===== src/rtl/peer_table_lru_aging_top_defines.svh =====
// Assertion macros for the peer table block
`ifndef PEER_TABLE_LRU_AGING_TOP_DEFINES_SVH
`define PEER_TABLE_LRU_AGING_TOP_DEFINES_SVH

`ifndef NO_ASSERTIONS
`define PTLA_CHECK(lbl, prop, msg) \
    lbl: assert property (@(posedge clk) disable iff (!rst_n) prop) else $error(msg);
`define PTLA_NEVER(lbl, cond, msg) \
    lbl: assert property (@(posedge clk) disable iff (!rst_n) !(cond)) else $error(msg);
`else
`define PTLA_CHECK(lbl, prop, msg)
`define PTLA_NEVER(lbl, cond, msg)
`endif

`endif


===== src/rtl/ptla_pkg.sv =====
`default_nettype none
package ptla_pkg;

    localparam int ID_W    = 24;
    localparam int RSSI_W  = 9;
    localparam int TIME_W  = 32;
    localparam int CAPS_W  = 8;
    localparam int CMD_W   = 2;
    localparam int SLOT_W  = 6;
    localparam int CNT_W   = 7;
    localparam int CFG_IDX_W  = 1;
    localparam int CFG_DATA_W = 32;

    localparam logic [CMD_W-1:0] CMD_TOUCH  = 2'd0;
    localparam logic [CMD_W-1:0] CMD_BEACON = 2'd1;
    localparam logic [CMD_W-1:0] CMD_AGE    = 2'd2;
    localparam logic [CMD_W-1:0] CMD_LOOKUP = 2'd3;

    localparam logic [CFG_IDX_W-1:0] REG_MY_LINK_ID = 1'd0;
    localparam logic [CFG_IDX_W-1:0] REG_STALE_MS   = 1'd1;

    localparam logic [TIME_W-1:0] STALE_RESET = 32'd45000;

    typedef struct packed {
        logic [ID_W-1:0]          id;
        logic signed [RSSI_W-1:0] rssi;
        logic [TIME_W-1:0]        heard;
        logic [CAPS_W-1:0]        caps;
    } entry_t;

    typedef struct packed {
        logic [CMD_W-1:0]         cmd;
        logic [ID_W-1:0]          link_id;
        logic signed [RSSI_W-1:0] rssi;
        logic [CAPS_W-1:0]        caps;
        logic [TIME_W-1:0]        now_ms;
        logic                     is_self;
    } item_t;

    typedef struct packed {
        logic             busy;
        logic [CNT_W-1:0] count;
    } status_t;

endpackage
`default_nettype wire


===== src/rtl/ptla_if.sv =====
`default_nettype none
interface ptla_in_if;
    logic                                 valid;
    logic                                 ready;
    logic [ptla_pkg::CMD_W-1:0]           cmd;
    logic [ptla_pkg::ID_W-1:0]            link_id;
    logic signed [ptla_pkg::RSSI_W-1:0]   rssi;
    logic [ptla_pkg::CAPS_W-1:0]          caps;
    logic [ptla_pkg::TIME_W-1:0]          now_ms;
    modport source (output valid, cmd, link_id, rssi, caps, now_ms, input ready);
    modport sink (input valid, cmd, link_id, rssi, caps, now_ms, output ready);
endinterface

interface ptla_out_if;
    logic                                 valid;
    logic                                 ready;
    logic                                 found;
    logic                                 is_self;
    logic                                 evicted;
    logic [ptla_pkg::SLOT_W-1:0]          slot;
    logic signed [ptla_pkg::RSSI_W-1:0]   rssi_out;
    logic [ptla_pkg::CAPS_W-1:0]          caps_out;
    logic [ptla_pkg::CNT_W-1:0]           count;
    logic [ptla_pkg::CNT_W-1:0]           removed;
    modport source (output valid, found, is_self, evicted, slot, rssi_out, caps_out,
                    count, removed, input ready);
    modport sink (input valid, found, is_self, evicted, slot, rssi_out, caps_out,
                  count, removed, output ready);
endinterface

interface ptla_cfg_if;
    logic                                 valid;
    logic                                 ready;
    logic [ptla_pkg::CFG_IDX_W-1:0]       index;
    logic [ptla_pkg::CFG_DATA_W-1:0]      data;
    modport source (output valid, index, data, input ready);
    modport sink (input valid, index, data, output ready);
endinterface
`default_nettype wire


===== src/rtl/ptla_ram.sv =====
`default_nettype none
module ptla_ram #(
    parameter int WIDTH = 73,
    parameter int DEPTH = 24,
    localparam int AW = (DEPTH > 1) ? $clog2(DEPTH) : 1
) (
    input  wire logic             clk,
    input  wire logic             wr_en,
    input  wire logic [AW-1:0]    wr_addr,
    input  wire logic [WIDTH-1:0] wr_data,
    input  wire logic             rd_en,
    input  wire logic [AW-1:0]    rd_addr,
    output logic      [WIDTH-1:0] rd_data
);
    logic [WIDTH-1:0] mem [DEPTH];

    always_ff @(posedge clk)
    begin
        if (wr_en)
        begin
            mem[wr_addr] <= wr_data;
        end
        if (rd_en)
        begin
            rd_data <= mem[rd_addr];
        end
    end
endmodule
`default_nettype wire


===== src/rtl/ptla_front.sv =====
`default_nettype none
module ptla_front (
    input  wire logic                  clk,
    input  wire logic                  rst_n,
    ptla_in_if.sink                    req,
    input  wire logic [ptla_pkg::ID_W-1:0] my_link_id,
    output logic                       q_valid,
    output ptla_pkg::item_t            q_item,
    input  wire logic                  q_pop
);
    import ptla_pkg::*;

    item_t      buf_reg [2];
    logic       wp_reg, wp_next;
    logic       rp_reg, rp_next;
    logic [1:0] fill_reg, fill_next;
    logic       push;
    item_t      cls;

    // classify own id once, at the door
    always_comb
    begin
        cls.cmd     = req.cmd;
        cls.link_id = req.link_id;
        cls.rssi    = req.rssi;
        cls.caps    = req.caps;
        cls.now_ms  = req.now_ms;
        cls.is_self = ((req.cmd == CMD_TOUCH) || (req.cmd == CMD_BEACON))
                      && (req.link_id == my_link_id);
    end

    assign req.ready = (fill_reg != 2'd2);
    assign push      = req.valid && req.ready;
    assign q_valid   = (fill_reg != 2'd0);
    assign q_item    = buf_reg[rp_reg];

    always_comb
    begin
        wp_next   = wp_reg ^ push;
        rp_next   = rp_reg ^ q_pop;
        fill_next = fill_reg + {1'b0, push} - {1'b0, q_pop};
    end

    always_ff @(posedge clk)
    begin
        if (push)
        begin
            buf_reg[wp_reg] <= cls;
        end
    end

    always_ff @(posedge clk or negedge rst_n)
    begin
        if (!rst_n)
        begin
            wp_reg   <= 1'b0;
            rp_reg   <= 1'b0;
            fill_reg <= 2'd0;
        end
        else
        begin
            wp_reg   <= wp_next;
            rp_reg   <= rp_next;
            fill_reg <= fill_next;
        end
    end
endmodule
`default_nettype wire


===== src/rtl/ptla_back.sv =====
`default_nettype none
module ptla_back #(
    parameter int MAX_PEERS = 24
) (
    input  wire logic                    clk,
    input  wire logic                    rst_n,
    input  wire logic                    q_valid,
    input  wire ptla_pkg::item_t         q_item,
    output logic                         q_pop,
    input  wire logic [ptla_pkg::TIME_W-1:0] stale_ms,
    ptla_out_if.source                   rsp,
    output ptla_pkg::status_t            status
);
    import ptla_pkg::*;

    localparam int AW = $clog2(MAX_PEERS);
    localparam int CW = $clog2(MAX_PEERS + 1);
    localparam logic [CW-1:0] FULL = CW'(MAX_PEERS);

    localparam logic [1:0] S_IDLE = 2'd0;
    localparam logic [1:0] S_SCAN = 2'd1;
    localparam logic [1:0] S_DONE = 2'd2;

    logic [1:0]    state_reg, state_next;
    item_t         it_reg, it_next;
    logic [CW-1:0] cnt_reg, cnt_next;
    logic [CW-1:0] n_reg, n_next;
    logic [CW-1:0] iss_reg, iss_next;
    logic          pend_reg, pend_next;
    logic [AW-1:0] pidx_reg, pidx_next;
    logic [CW-1:0] w_reg, w_next;
    logic [CW-1:0] rem_reg, rem_next;
    logic          fnd_reg, fnd_next;
    logic [AW-1:0] fslot_reg, fslot_next;
    logic signed [RSSI_W-1:0] frssi_reg, frssi_next;
    logic [CAPS_W-1:0] fcaps_reg, fcaps_next;
    logic [TIME_W-1:0] mint_reg, mint_next;
    logic [AW-1:0] mini_reg, mini_next;

    logic          rv_reg, rv_next;
    logic          r_found_reg, r_found_next;
    logic          r_self_reg, r_self_next;
    logic          r_evict_reg, r_evict_next;
    logic [SLOT_W-1:0] r_slot_reg, r_slot_next;
    logic signed [RSSI_W-1:0] r_rssi_reg, r_rssi_next;
    logic [CAPS_W-1:0] r_caps_reg, r_caps_next;
    logic [CNT_W-1:0] r_cnt_reg, r_cnt_next;
    logic [CNT_W-1:0] r_rem_reg, r_rem_next;

    logic          rd_en;
    logic [AW-1:0] rd_addr;
    logic          wr_en;
    logic [AW-1:0] wr_addr;
    entry_t        wr_ent;
    logic [$bits(entry_t)-1:0] rd_raw;
    entry_t        rd_ent;
    logic          stale;
    logic [AW-1:0] tslot;
    logic [CAPS_W-1:0] tcaps;

    ptla_ram #(.WIDTH($bits(entry_t)), .DEPTH(MAX_PEERS)) u_ram (
        .clk     (clk),
        .wr_en   (wr_en),
        .wr_addr (wr_addr),
        .wr_data (wr_ent),
        .rd_en   (rd_en),
        .rd_addr (rd_addr),
        .rd_data (rd_raw)
    );

    assign rd_ent = entry_t'(rd_raw);
    assign stale  = (it_reg.now_ms - rd_ent.heard) > stale_ms;

    always_comb
    begin
        state_next = state_reg;
        it_next    = it_reg;
        cnt_next   = cnt_reg;
        n_next     = n_reg;
        iss_next   = iss_reg;
        pend_next  = 1'b0;
        pidx_next  = pidx_reg;
        w_next     = w_reg;
        rem_next   = rem_reg;
        fnd_next   = fnd_reg;
        fslot_next = fslot_reg;
        frssi_next = frssi_reg;
        fcaps_next = fcaps_reg;
        mint_next  = mint_reg;
        mini_next  = mini_reg;
        rv_next      = rv_reg && !rsp.ready;
        r_found_next = r_found_reg;
        r_self_next  = r_self_reg;
        r_evict_next = r_evict_reg;
        r_slot_next  = r_slot_reg;
        r_rssi_next  = r_rssi_reg;
        r_caps_next  = r_caps_reg;
        r_cnt_next   = r_cnt_reg;
        r_rem_next   = r_rem_reg;
        q_pop   = 1'b0;
        rd_en   = 1'b0;
        rd_addr = iss_reg[AW-1:0];
        wr_en   = 1'b0;
        wr_addr = w_reg[AW-1:0];
        wr_ent  = rd_ent;
        tslot   = fslot_reg;
        tcaps   = fcaps_reg;

        unique case (state_reg)
            S_IDLE:
            begin
                // hold off until the last result has gone
                if (q_valid && !rv_reg)
                begin
                    q_pop      = 1'b1;
                    it_next    = q_item;
                    n_next     = q_item.is_self ? '0 : cnt_reg;
                    iss_next   = '0;
                    w_next     = '0;
                    rem_next   = '0;
                    fnd_next   = 1'b0;
                    state_next = S_SCAN;
                end
            end
            S_SCAN:
            begin
                if (iss_reg < n_reg)
                begin
                    rd_en     = 1'b1;
                    iss_next  = iss_reg + 1'b1;
                    pend_next = 1'b1;
                    pidx_next = iss_reg[AW-1:0];
                end
                else if (!pend_reg)
                begin
                    state_next = S_DONE;
                end
                if (pend_reg)
                begin
                    if (!fnd_reg && (rd_ent.id == it_reg.link_id))
                    begin
                        fnd_next   = 1'b1;
                        fslot_next = pidx_reg;
                        frssi_next = rd_ent.rssi;
                        fcaps_next = rd_ent.caps;
                    end
                    // stalest entry, lowest index on ties
                    if ((pidx_reg == '0) || (rd_ent.heard < mint_reg))
                    begin
                        mint_next = rd_ent.heard;
                        mini_next = pidx_reg;
                    end
                    if (it_reg.cmd == CMD_AGE)
                    begin
                        if (stale)
                        begin
                            rem_next = rem_reg + 1'b1;
                        end
                        else
                        begin
                            // compact: move survivor down to the write pointer
                            wr_en  = (w_reg != CW'(pidx_reg));
                            w_next = w_reg + 1'b1;
                        end
                    end
                end
            end
            S_DONE:
            begin
                rv_next      = 1'b1;
                r_found_next = 1'b0;
                r_self_next  = 1'b0;
                r_evict_next = 1'b0;
                r_slot_next  = '0;
                r_rssi_next  = '0;
                r_caps_next  = '0;
                r_rem_next   = '0;
                state_next   = S_IDLE;
                priority if (it_reg.cmd == CMD_AGE)
                begin
                    cnt_next   = w_reg;
                    r_rem_next = CNT_W'(rem_reg);
                end
                else if (it_reg.cmd == CMD_LOOKUP)
                begin
                    if (fnd_reg)
                    begin
                        r_found_next = 1'b1;
                        r_slot_next  = SLOT_W'(fslot_reg);
                        r_rssi_next  = frssi_reg;
                        r_caps_next  = fcaps_reg;
                    end
                end
                else if (it_reg.is_self)
                begin
                    r_self_next = 1'b1;
                end
                else
                begin
                    priority if (fnd_reg)
                    begin
                        tslot = fslot_reg;
                        tcaps = fcaps_reg;
                    end
                    else if (cnt_reg < FULL)
                    begin
                        tslot    = cnt_reg[AW-1:0];
                        tcaps    = '0;
                        cnt_next = cnt_reg + 1'b1;
                    end
                    else
                    begin
                        tslot        = mini_reg;
                        tcaps        = '0;
                        r_evict_next = 1'b1;
                    end
                    if (it_reg.cmd == CMD_BEACON)
                    begin
                        tcaps = it_reg.caps;
                    end
                    wr_en        = 1'b1;
                    wr_addr      = tslot;
                    wr_ent.id    = it_reg.link_id;
                    wr_ent.rssi  = it_reg.rssi;
                    wr_ent.heard = it_reg.now_ms;
                    wr_ent.caps  = tcaps;
                    r_found_next = fnd_reg;
                    r_slot_next  = SLOT_W'(tslot);
                    r_rssi_next  = it_reg.rssi;
                    r_caps_next  = tcaps;
                end
                r_cnt_next = CNT_W'(cnt_next);
            end
            default:
            begin
                state_next = S_IDLE;
            end
        endcase
    end

    always_ff @(posedge clk)
    begin
        it_reg      <= it_next;
        n_reg       <= n_next;
        iss_reg     <= iss_next;
        pidx_reg    <= pidx_next;
        w_reg       <= w_next;
        rem_reg     <= rem_next;
        fnd_reg     <= fnd_next;
        fslot_reg   <= fslot_next;
        frssi_reg   <= frssi_next;
        fcaps_reg   <= fcaps_next;
        mint_reg    <= mint_next;
        mini_reg    <= mini_next;
        r_found_reg <= r_found_next;
        r_self_reg  <= r_self_next;
        r_evict_reg <= r_evict_next;
        r_slot_reg  <= r_slot_next;
        r_rssi_reg  <= r_rssi_next;
        r_caps_reg  <= r_caps_next;
        r_cnt_reg   <= r_cnt_next;
        r_rem_reg   <= r_rem_next;
    end

    always_ff @(posedge clk or negedge rst_n)
    begin
        if (!rst_n)
        begin
            state_reg <= S_IDLE;
            cnt_reg   <= '0;
            pend_reg  <= 1'b0;
            rv_reg    <= 1'b0;
        end
        else
        begin
            state_reg <= state_next;
            cnt_reg   <= cnt_next;
            pend_reg  <= pend_next;
            rv_reg    <= rv_next;
        end
    end

    assign rsp.valid    = rv_reg;
    assign rsp.found    = r_found_reg;
    assign rsp.is_self  = r_self_reg;
    assign rsp.evicted  = r_evict_reg;
    assign rsp.slot     = r_slot_reg;
    assign rsp.rssi_out = r_rssi_reg;
    assign rsp.caps_out = r_caps_reg;
    assign rsp.count    = r_cnt_reg;
    assign rsp.removed  = r_rem_reg;

    assign status.busy  = (state_reg != S_IDLE);
    assign status.count = CNT_W'(cnt_reg);
endmodule
`default_nettype wire


===== src/rtl/peer_table_lru_aging_top.sv =====
// Neighbour table of up to MAX_PEERS entries held in one single-port-read RAM.
// Items enter a two-deep queue; the back end then reads the table one entry a
// cycle, so an item's time grows with the number of entries, set by the
// sequential scan through the table RAM's one read port; own-id touches skip
// the scan. Results sit in an output register, and the next item starts once
// that register has been taken. Configuration writes are always ready and
// take effect at once.
`default_nettype none
`include "peer_table_lru_aging_top_defines.svh"
module peer_table_lru_aging_top #(
    parameter int MAX_PEERS = 24
) (
    input  wire logic clk,
    input  wire logic rst_n,
    ptla_in_if.sink   req,
    ptla_out_if.source rsp,
    ptla_cfg_if.sink  cfg
);
    import ptla_pkg::*;

    logic [ID_W-1:0]   my_link_id_reg;
    logic [TIME_W-1:0] stale_ms_reg;
    logic              q_valid;
    item_t             q_item;
    logic              q_pop;
    status_t           status;

    assign cfg.ready = 1'b1;

    always_ff @(posedge clk or negedge rst_n)
    begin
        if (!rst_n)
        begin
            my_link_id_reg <= '0;
            stale_ms_reg   <= STALE_RESET;
        end
        else if (cfg.valid)
        begin
            unique case (cfg.index)
                REG_MY_LINK_ID: my_link_id_reg <= cfg.data[ID_W-1:0];
                REG_STALE_MS:   stale_ms_reg   <= cfg.data;
                default:        ;
            endcase
        end
    end

    ptla_front u_front (
        .clk        (clk),
        .rst_n      (rst_n),
        .req        (req),
        .my_link_id (my_link_id_reg),
        .q_valid    (q_valid),
        .q_item     (q_item),
        .q_pop      (q_pop)
    );

    ptla_back #(.MAX_PEERS(MAX_PEERS)) u_back (
        .clk      (clk),
        .rst_n    (rst_n),
        .q_valid  (q_valid),
        .q_item   (q_item),
        .q_pop    (q_pop),
        .stale_ms (stale_ms_reg),
        .rsp      (rsp),
        .status   (status)
    );

    `PTLA_NEVER(a_count_bound, status.count > CNT_W'(MAX_PEERS), "entry count beyond table size")
    `PTLA_CHECK(a_evict_full, rsp.valid && rsp.evicted |-> rsp.count == CNT_W'(MAX_PEERS), "eviction with free room")
    `PTLA_CHECK(a_result_from_work, $rose(rsp.valid) |-> $past(status.busy), "result without work")
    `PTLA_CHECK(a_pop_needs_item, q_pop |-> q_valid, "queue popped while empty")
endmodule
`default_nettype wire


===== src/flat_wrapper.sv =====
// flat-port wrapper written by rule: the top's interface ports become plain ports
module peer_table_lru_aging_top_flat import ptla_pkg::*;
#(
    parameter int MAX_PEERS = 24
)
  (clk, rst_n, req_valid, req_cmd, req_link_id, req_rssi, req_caps, req_now_ms, req_ready, rsp_valid, rsp_found, rsp_is_self, rsp_evicted, rsp_slot, rsp_rssi_out, rsp_caps_out, rsp_count, rsp_removed, rsp_ready, cfg_valid, cfg_index, cfg_data, cfg_ready);
  ptla_in_if req_i ();
  ptla_out_if rsp_i ();
  ptla_cfg_if cfg_i ();
  input  wire logic clk;
  input  wire logic rst_n;
  input wire logic [$bits(req_i.valid)-1:0] req_valid;
  input wire logic [$bits(req_i.cmd)-1:0] req_cmd;
  input wire logic [$bits(req_i.link_id)-1:0] req_link_id;
  input wire logic [$bits(req_i.rssi)-1:0] req_rssi;
  input wire logic [$bits(req_i.caps)-1:0] req_caps;
  input wire logic [$bits(req_i.now_ms)-1:0] req_now_ms;
  output wire logic [$bits(req_i.ready)-1:0] req_ready;
  output wire logic [$bits(rsp_i.valid)-1:0] rsp_valid;
  output wire logic [$bits(rsp_i.found)-1:0] rsp_found;
  output wire logic [$bits(rsp_i.is_self)-1:0] rsp_is_self;
  output wire logic [$bits(rsp_i.evicted)-1:0] rsp_evicted;
  output wire logic [$bits(rsp_i.slot)-1:0] rsp_slot;
  output wire logic [$bits(rsp_i.rssi_out)-1:0] rsp_rssi_out;
  output wire logic [$bits(rsp_i.caps_out)-1:0] rsp_caps_out;
  output wire logic [$bits(rsp_i.count)-1:0] rsp_count;
  output wire logic [$bits(rsp_i.removed)-1:0] rsp_removed;
  input wire logic [$bits(rsp_i.ready)-1:0] rsp_ready;
  input wire logic [$bits(cfg_i.valid)-1:0] cfg_valid;
  input wire logic [$bits(cfg_i.index)-1:0] cfg_index;
  input wire logic [$bits(cfg_i.data)-1:0] cfg_data;
  output wire logic [$bits(cfg_i.ready)-1:0] cfg_ready;
  assign req_i.valid = req_valid;
  assign req_i.cmd = req_cmd;
  assign req_i.link_id = req_link_id;
  assign req_i.rssi = req_rssi;
  assign req_i.caps = req_caps;
  assign req_i.now_ms = req_now_ms;
  assign req_ready = req_i.ready;
  assign rsp_valid = rsp_i.valid;
  assign rsp_found = rsp_i.found;
  assign rsp_is_self = rsp_i.is_self;
  assign rsp_evicted = rsp_i.evicted;
  assign rsp_slot = rsp_i.slot;
  assign rsp_rssi_out = rsp_i.rssi_out;
  assign rsp_caps_out = rsp_i.caps_out;
  assign rsp_count = rsp_i.count;
  assign rsp_removed = rsp_i.removed;
  assign rsp_i.ready = rsp_ready;
  assign cfg_i.valid = cfg_valid;
  assign cfg_i.index = cfg_index;
  assign cfg_i.data = cfg_data;
  assign cfg_ready = cfg_i.ready;
  peer_table_lru_aging_top #(.MAX_PEERS(MAX_PEERS)) u_core (.clk(clk), .rst_n(rst_n), .req(req_i), .rsp(rsp_i), .cfg(cfg_i));
endmodule

===== config.mk =====
export PLATFORM = sky130hd
export DESIGN_NAME = peer_table_lru_aging_top_flat
export DESIGN_NICKNAME = d
export VERILOG_FILES = /design/src/rtl/ptla_pkg.sv /design/src/rtl/ptla_if.sv /design/src/rtl/ptla_ram.sv /design/src/rtl/ptla_front.sv /design/src/rtl/ptla_back.sv /design/src/rtl/peer_table_lru_aging_top.sv /design/src/flat_wrapper.sv
export VERILOG_INCLUDE_DIRS = /design/src /design/src/rtl
export SDC_FILE = /design/constraint.sdc
export NUM_CORES = 2
export LEC_CHECK = 0
export BUFFER_PORTS_ARGS = -buffer_cell sky130_fd_sc_hd__buf_2
export CAP_MARGIN = 30
export CELL_PAD_IN_SITES_DETAIL_PLACEMENT = 2
export CELL_PAD_IN_SITES_GLOBAL_PLACEMENT = 2
export CORE_ASPECT_RATIO = 1.1
export CORE_MARGIN = 8
export CORE_UTILIZATION = 54
export DETAILED_ROUTE_END_ITERATION = 8
export PLACE_DENSITY_LB_ADDON = 0.1
export SLEW_MARGIN = 20
export SYNTH_ARGS = -nofsm -noshare
export SYNTH_HDL_FRONTEND = slang
export SYNTH_SLANG_ARGS = --single-unit

===== constraint.sdc =====
create_clock -name clk -period 21.9 [get_ports clk]
set_clock_uncertainty 0.15 [all_clocks]
set_input_delay 0 -clock clk [delete_from_list [all_inputs] [get_ports clk]]
set_output_delay 0 -clock clk [all_outputs]
set_load 0.02 [all_outputs]

==> results of run 1 <==
==> cell families after synthesis <==
logic type / count (synthesis)
flops: 2242
mux: 726
simple gates: 495
compound gates: 356
buf+inv: 316
fa+ha+maj: 110
xor+xnor: 88
other cells: 2
==> through the flow <==
step	hold slack, ns	setup WS, ns
floorplan	-0.446	11.86
global placement	0.0391	14.17
==> synth_stat cells, drive strengths merged, types with 3 or more instances <==
cell type  count
a2111oi        3
a211oi        17
a21o          32
a21oi        159
a22o           9
a2bb2oi        3
a311o          3
a31oi          8
and2          28
and3           4
buf           91
clkbuf       105
dfrtp         60
dfstp          9
edfxtp      2173
ha           109
inv          120
mux2         134
mux2i         81
mux4         511
nand2        210
nand2b        18
nand3         22
nand3b         3
nand4         18
nor2         133
nor2b         20
nor3          13
nor4          10
o211ai         7
o21a           7
o21ai         83
o22ai          8
o31ai          3
or2            3
or4            3
xnor2         50
xor2          38
==> out/qor.csv, run 1 <==
metric,value,unit
status,did not finish,
Stopped at,detailed placement (3_5_place_dp),
Halt Reason,[ERROR DPL-0033] detailed placement checks failed during check placement.,
Post-Synth Simple-Gate Area,0.0250,
largest area contributor in the netlist,edfxtp_1,
input/output buffers,149,
post-synthesis mux area share,0.156,
"Seq/Total Area, Yosys",0.755,
asr flop ratio synth,0.0308,
largest family of logic cells by synthesized area,multiplexers,
Synth warnings,0,
Synth Area in Compound Gates,0.0246,
Initial Utilization,0.542,
site row count,156,
Avg Inst Size Synth,20.5,um^2
Synth Register Bits,2242,
synthesized area,88700,um^2
Die H,441,um
Die X,402,um
Post-Synth Adder-Cell Area,0.0156,
post-synthesis cell type count,71,
gp weighted congestion,0.795,
I/O pin total,156,
post-synth top area share,0.735,
Post-synth EDFFs,2173,
XOR/XNOR Fraction of Synth Area,0.00869,
"top cells by area, synth","edfxtp_1 (74%), mux4_2 (13%), mux2_2 (1.7%), dfrtp_1 (1.7%), ha_1 (1.5%)",
post-detail-place hpwl,199000,um
Mapped Cells,4335,
top_reg_cell synth,edfxtp_1,
==> run 2: changes to the inputs <==
--- a/config.mk
+++ b/config.mk
@@ -8,13 +8,10 @@
 export LEC_CHECK = 0
 export BUFFER_PORTS_ARGS = -buffer_cell sky130_fd_sc_hd__buf_2
 export CAP_MARGIN = 30
-export CELL_PAD_IN_SITES_DETAIL_PLACEMENT = 2
-export CELL_PAD_IN_SITES_GLOBAL_PLACEMENT = 2
-export CORE_ASPECT_RATIO = 1.1
 export CORE_MARGIN = 8
-export CORE_UTILIZATION = 54
+export CORE_UTILIZATION = 40
 export DETAILED_ROUTE_END_ITERATION = 8
-export PLACE_DENSITY_LB_ADDON = 0.1
+export PLACE_DENSITY_LB_ADDON = 0.15
 export SLEW_MARGIN = 20
 export SYNTH_ARGS = -nofsm -noshare
 export SYNTH_HDL_FRONTEND = slang
==> run 2 against run 1 <==
The flow now finishes without violations. Synthesized cell count unchanged. Synthesized area is the same.
==> out/qor.csv, run 2 <==
metric,value,unit,change
final slew viol count,0,,
Leakage,34.1,nW,
input/output buffers,149,,unchanged
hold_ws,0.0822,ns,
Die H,487,um,was 441 um
end of the critical path,u_core.u_back.u_ram.mem[19][63]$_DFFE_PP_,,
vias in the first global route,44517,,
met3 Use GR,0.0324,,
Final Critical Period,7.10,ns,
site row count,173,,was 156
CTS Sinks,2242,,
DIE AREA,237000,um^2,
Post-CTS Setup Inserts,0,,
Post-Route Setup TNS,0,ns,
Max rail drop VDD,97.9,uV,
root buf cell,clkbuf_16,,
Worst Path Buf+Inv,5,,
synthesized area,88700,um^2,unchanged
"slowest stage cell, crit path",a21oi_4,,
I/O pin total,156,,unchanged
measured slew at the worst slew-check pin,1.01,ns,
final setup vio count,0,,
Critical R2R Launch,u_core.u_back.u_ram.rd_data[9]$_DFFE_PP_,,
Routed Antenna Nets,0,,
CP Class,reg2reg,,
startpoint types,flop,,
R2R cell count,22,,
Avg Inst Size Synth,20.5,um^2,unchanged
most common cell in the netlist,edfxtp_1,,unchanged
PostCTS Resize Cnt,0,,
Max-Cap Viols,0,,
"CTS clk-pin slew, worst paths",0.06,ns,
vias per cell,5.43,,
CTS tree,yes,,
launch point of the critical path,u_core.u_back.u_ram.rd_data[9]$_DFFE_PP_,,
largest net degree at the start of global routing,99,,
worst-path maximum fanout,30,,
largest area contributor in the netlist,edfxtp_1,,unchanged
Worst slew margin,0.326,,
R2R setup slack,14.80,ns,
Commonest cells post-synth,"edfxtp_1 (2173), mux4_2 (511), nand2_1 (210)",,unchanged
"top cells by area, synth","edfxtp_1 (74%), mux4_2 (13%), mux2_2 (1.7%), dfrtp_1 (1.7%), ha_1 (1.5%)",,unchanged
# DRC,0,,
M2 GR Usage,0.296,,
Worst path top cell family by delay,compound AO/OA/AOI/OAI gates,,
Die X,487,um,was 402 um
Final Cycle Share,0.324,,
"Seq/Total Area, Yosys",0.755,,unchanged
DR vias,43886,,
Crit path largest cell delay,0.67,ns,
reg2reg end,u_core.u_back.u_ram.mem[19][63]$_DFFE_PP_,,
Pwr Density,141,nW/um^2,
top_reg_cell synth,edfxtp_1,,unchanged
asr flop ratio synth,0.0308,,unchanged
overall routing resource usage,0.193,,
post-synthesis cell type count,71,,unchanged
Routed WL,233000,um,
Pre-Repair DR Iteration Count,6,,
wire length of the first global-routing pass,333000,um,
Post-CTS Hold Buffers,232,,
GRT overflow,0,,
most frequent cells in the layout,"edfxtp_1 (2173), mux4_2 (511), dlygate4sd3_1 (231), clkbuf_16 (224), nand2_1 (209)",,
Synth Register Bits,2242,,unchanged
Post-synth EDFFs,2173,,unchanged
Area Growth Syn to Fin,17.1,%,
First DRT Iteration DRCs,4067,,
Initial Utilization,0.401,,was 0.542
critical path depth,22,,
worst hold-check path type,in2reg,,
post-synth top area share,0.735,,unchanged
gp weighted congestion,0.821,,was 0.795
WL per Instance,28.8,um,
status,finished clean,,was did not finish
final core utilization,0.469,,
Max Clock Freq,0.141,GHz,
GR peak layer,met2,,
Synth warnings,0,,unchanged
share of post-route cells with drive strength above 1,0.264,,
met1 Usage GRT,0.294,,
post-detail-place hpwl,145000,um,was 199000 um
unrepaired setup endpoints after global routing,false,,
Power Total,14.6,mW,
Final Hold Viols,0,,
clock latency at the later pin of the worst-skew pair,0.88,ns,
Critical Path AT,7.44,ns,
Layout Nets,5137,,
CP required,22.24,ns,
worst path cell trace,inv_1 -> ha_1 -> and2b_1 -> o31ai_2 -> a211oi_2 -> o41ai_4 -> a21oi_1 -> inv_1 -> o21ai_1 -> a311o_1 -> ha_1 -> a21o_1 -> a21o_1 -> a21o_1 -> a221oi_2 -> nand2_1 -> a211oi_2 -> o21ai_2 -> buf_4 -> a21oi_4 -> buf_4 -> buf_4,,
core area,221000,um^2,
initial antenna violation count,10,,
H-tree lvl count,4,,
"commonest non-fill, non-tap cell in the layout",edfxtp_1,,
clock buffer depth,3,,
CP endpoint kind,flop,,
Largest register FFs,1752,,
Num CTS Buffers,224,,
Mapped Cells,4335,,unchanged
==> run 2: cell counts after synthesis <==
No cell type changed its count.
==> run 2: per-layer routing <==
layer | share of wire | routed length, um
met3 | 0.060 | 13900
met4 | 0.017 | 4050
met5 | 0 | 0
met1 | 0.47 | 109000
met2 | 0.45 | 106000
==> run 2: tightest hold or removal path: stages <==
cell and delay (ns):
dlygate4sd3_1 0.54, buf_2 0.15, xnor2_1 0.07, nand3_1 0.07, nor4_1 0.07
==> run 2: area by class of cell <==
cell class,count,area [um^2]
Multi-Input combinational cell,1781,20900
Timing Repair Buffer,545,4850
Clock buffer,286,5880
Clock inverter,132,1140
Fill cell,18401,118000
Antenna cell,4,10.0
Sequential cell,2242,67000
Tap cell,2975,3720
Inverter,120,453
==> run 2: logic make-up after synthesis <==
group,after synthesis,share of synthesized area
compound gates,356,0.0246
xor+xnor,88,0.00869
fa+ha+maj,110,0.0156
buf+inv,316,0.0151
flops,2242,0.755
mux,726,0.156
other cells,2,0.0000846
simple gates,495,0.0250
==> run 2: report_power, final <==
group	internal [mW]	total, mW	switching [mW]
Clock	2.03	3.67	1.64
Combinational	1.84	4.96	3.11
Sequential	5.79	6.02	0.223
==> run 2: worst min-delay path by stage <==
stage | from | endpoint | slack, ns | cells past startpoint
finish | req_link_id[0] | u_core.u_front.buf_reg[0][0]$_DFFE_PP_ | 0.08 | 5
floorplan | rst_n | u_core.my_link_id_reg[0]$_DFFE_PN0P_ | -0.45 | 0
detailed placement | req_caps[5] | u_core.u_front.buf_reg[0][38]$_DFFE_PP_ | 0.04 | 1
CTS | req_link_id[14] | u_core.u_front.buf_reg[0][0]$_DFFE_PP_ | 0.001 | 5
global route | req_link_id[14] | u_core.u_front.buf_reg[0][0]$_DFFE_PP_ | 0.08 | 5
global placement | req_caps[7] | u_core.u_front.buf_reg[0][40]$_DFFE_PP_ | 0.04 | 1
==> run 2: per-stage QoR <==
| step | worst slack [ns] | cells | area (um^2) |
|---|---|---|---|
| floorplan | 11.86 | 4339 | 88700 |
| global placement | 14.68 | 7389 | 93700 |
| detailed placement | 14.77 | 7420 | 94400 |
| CTS | 14.73 | 8070 | 104000 |
| global route | 14.39 | 8085 | 104000 |
| finish | 14.80 | 8085 | 104000 |
Power figures use the tool's default switching activity.
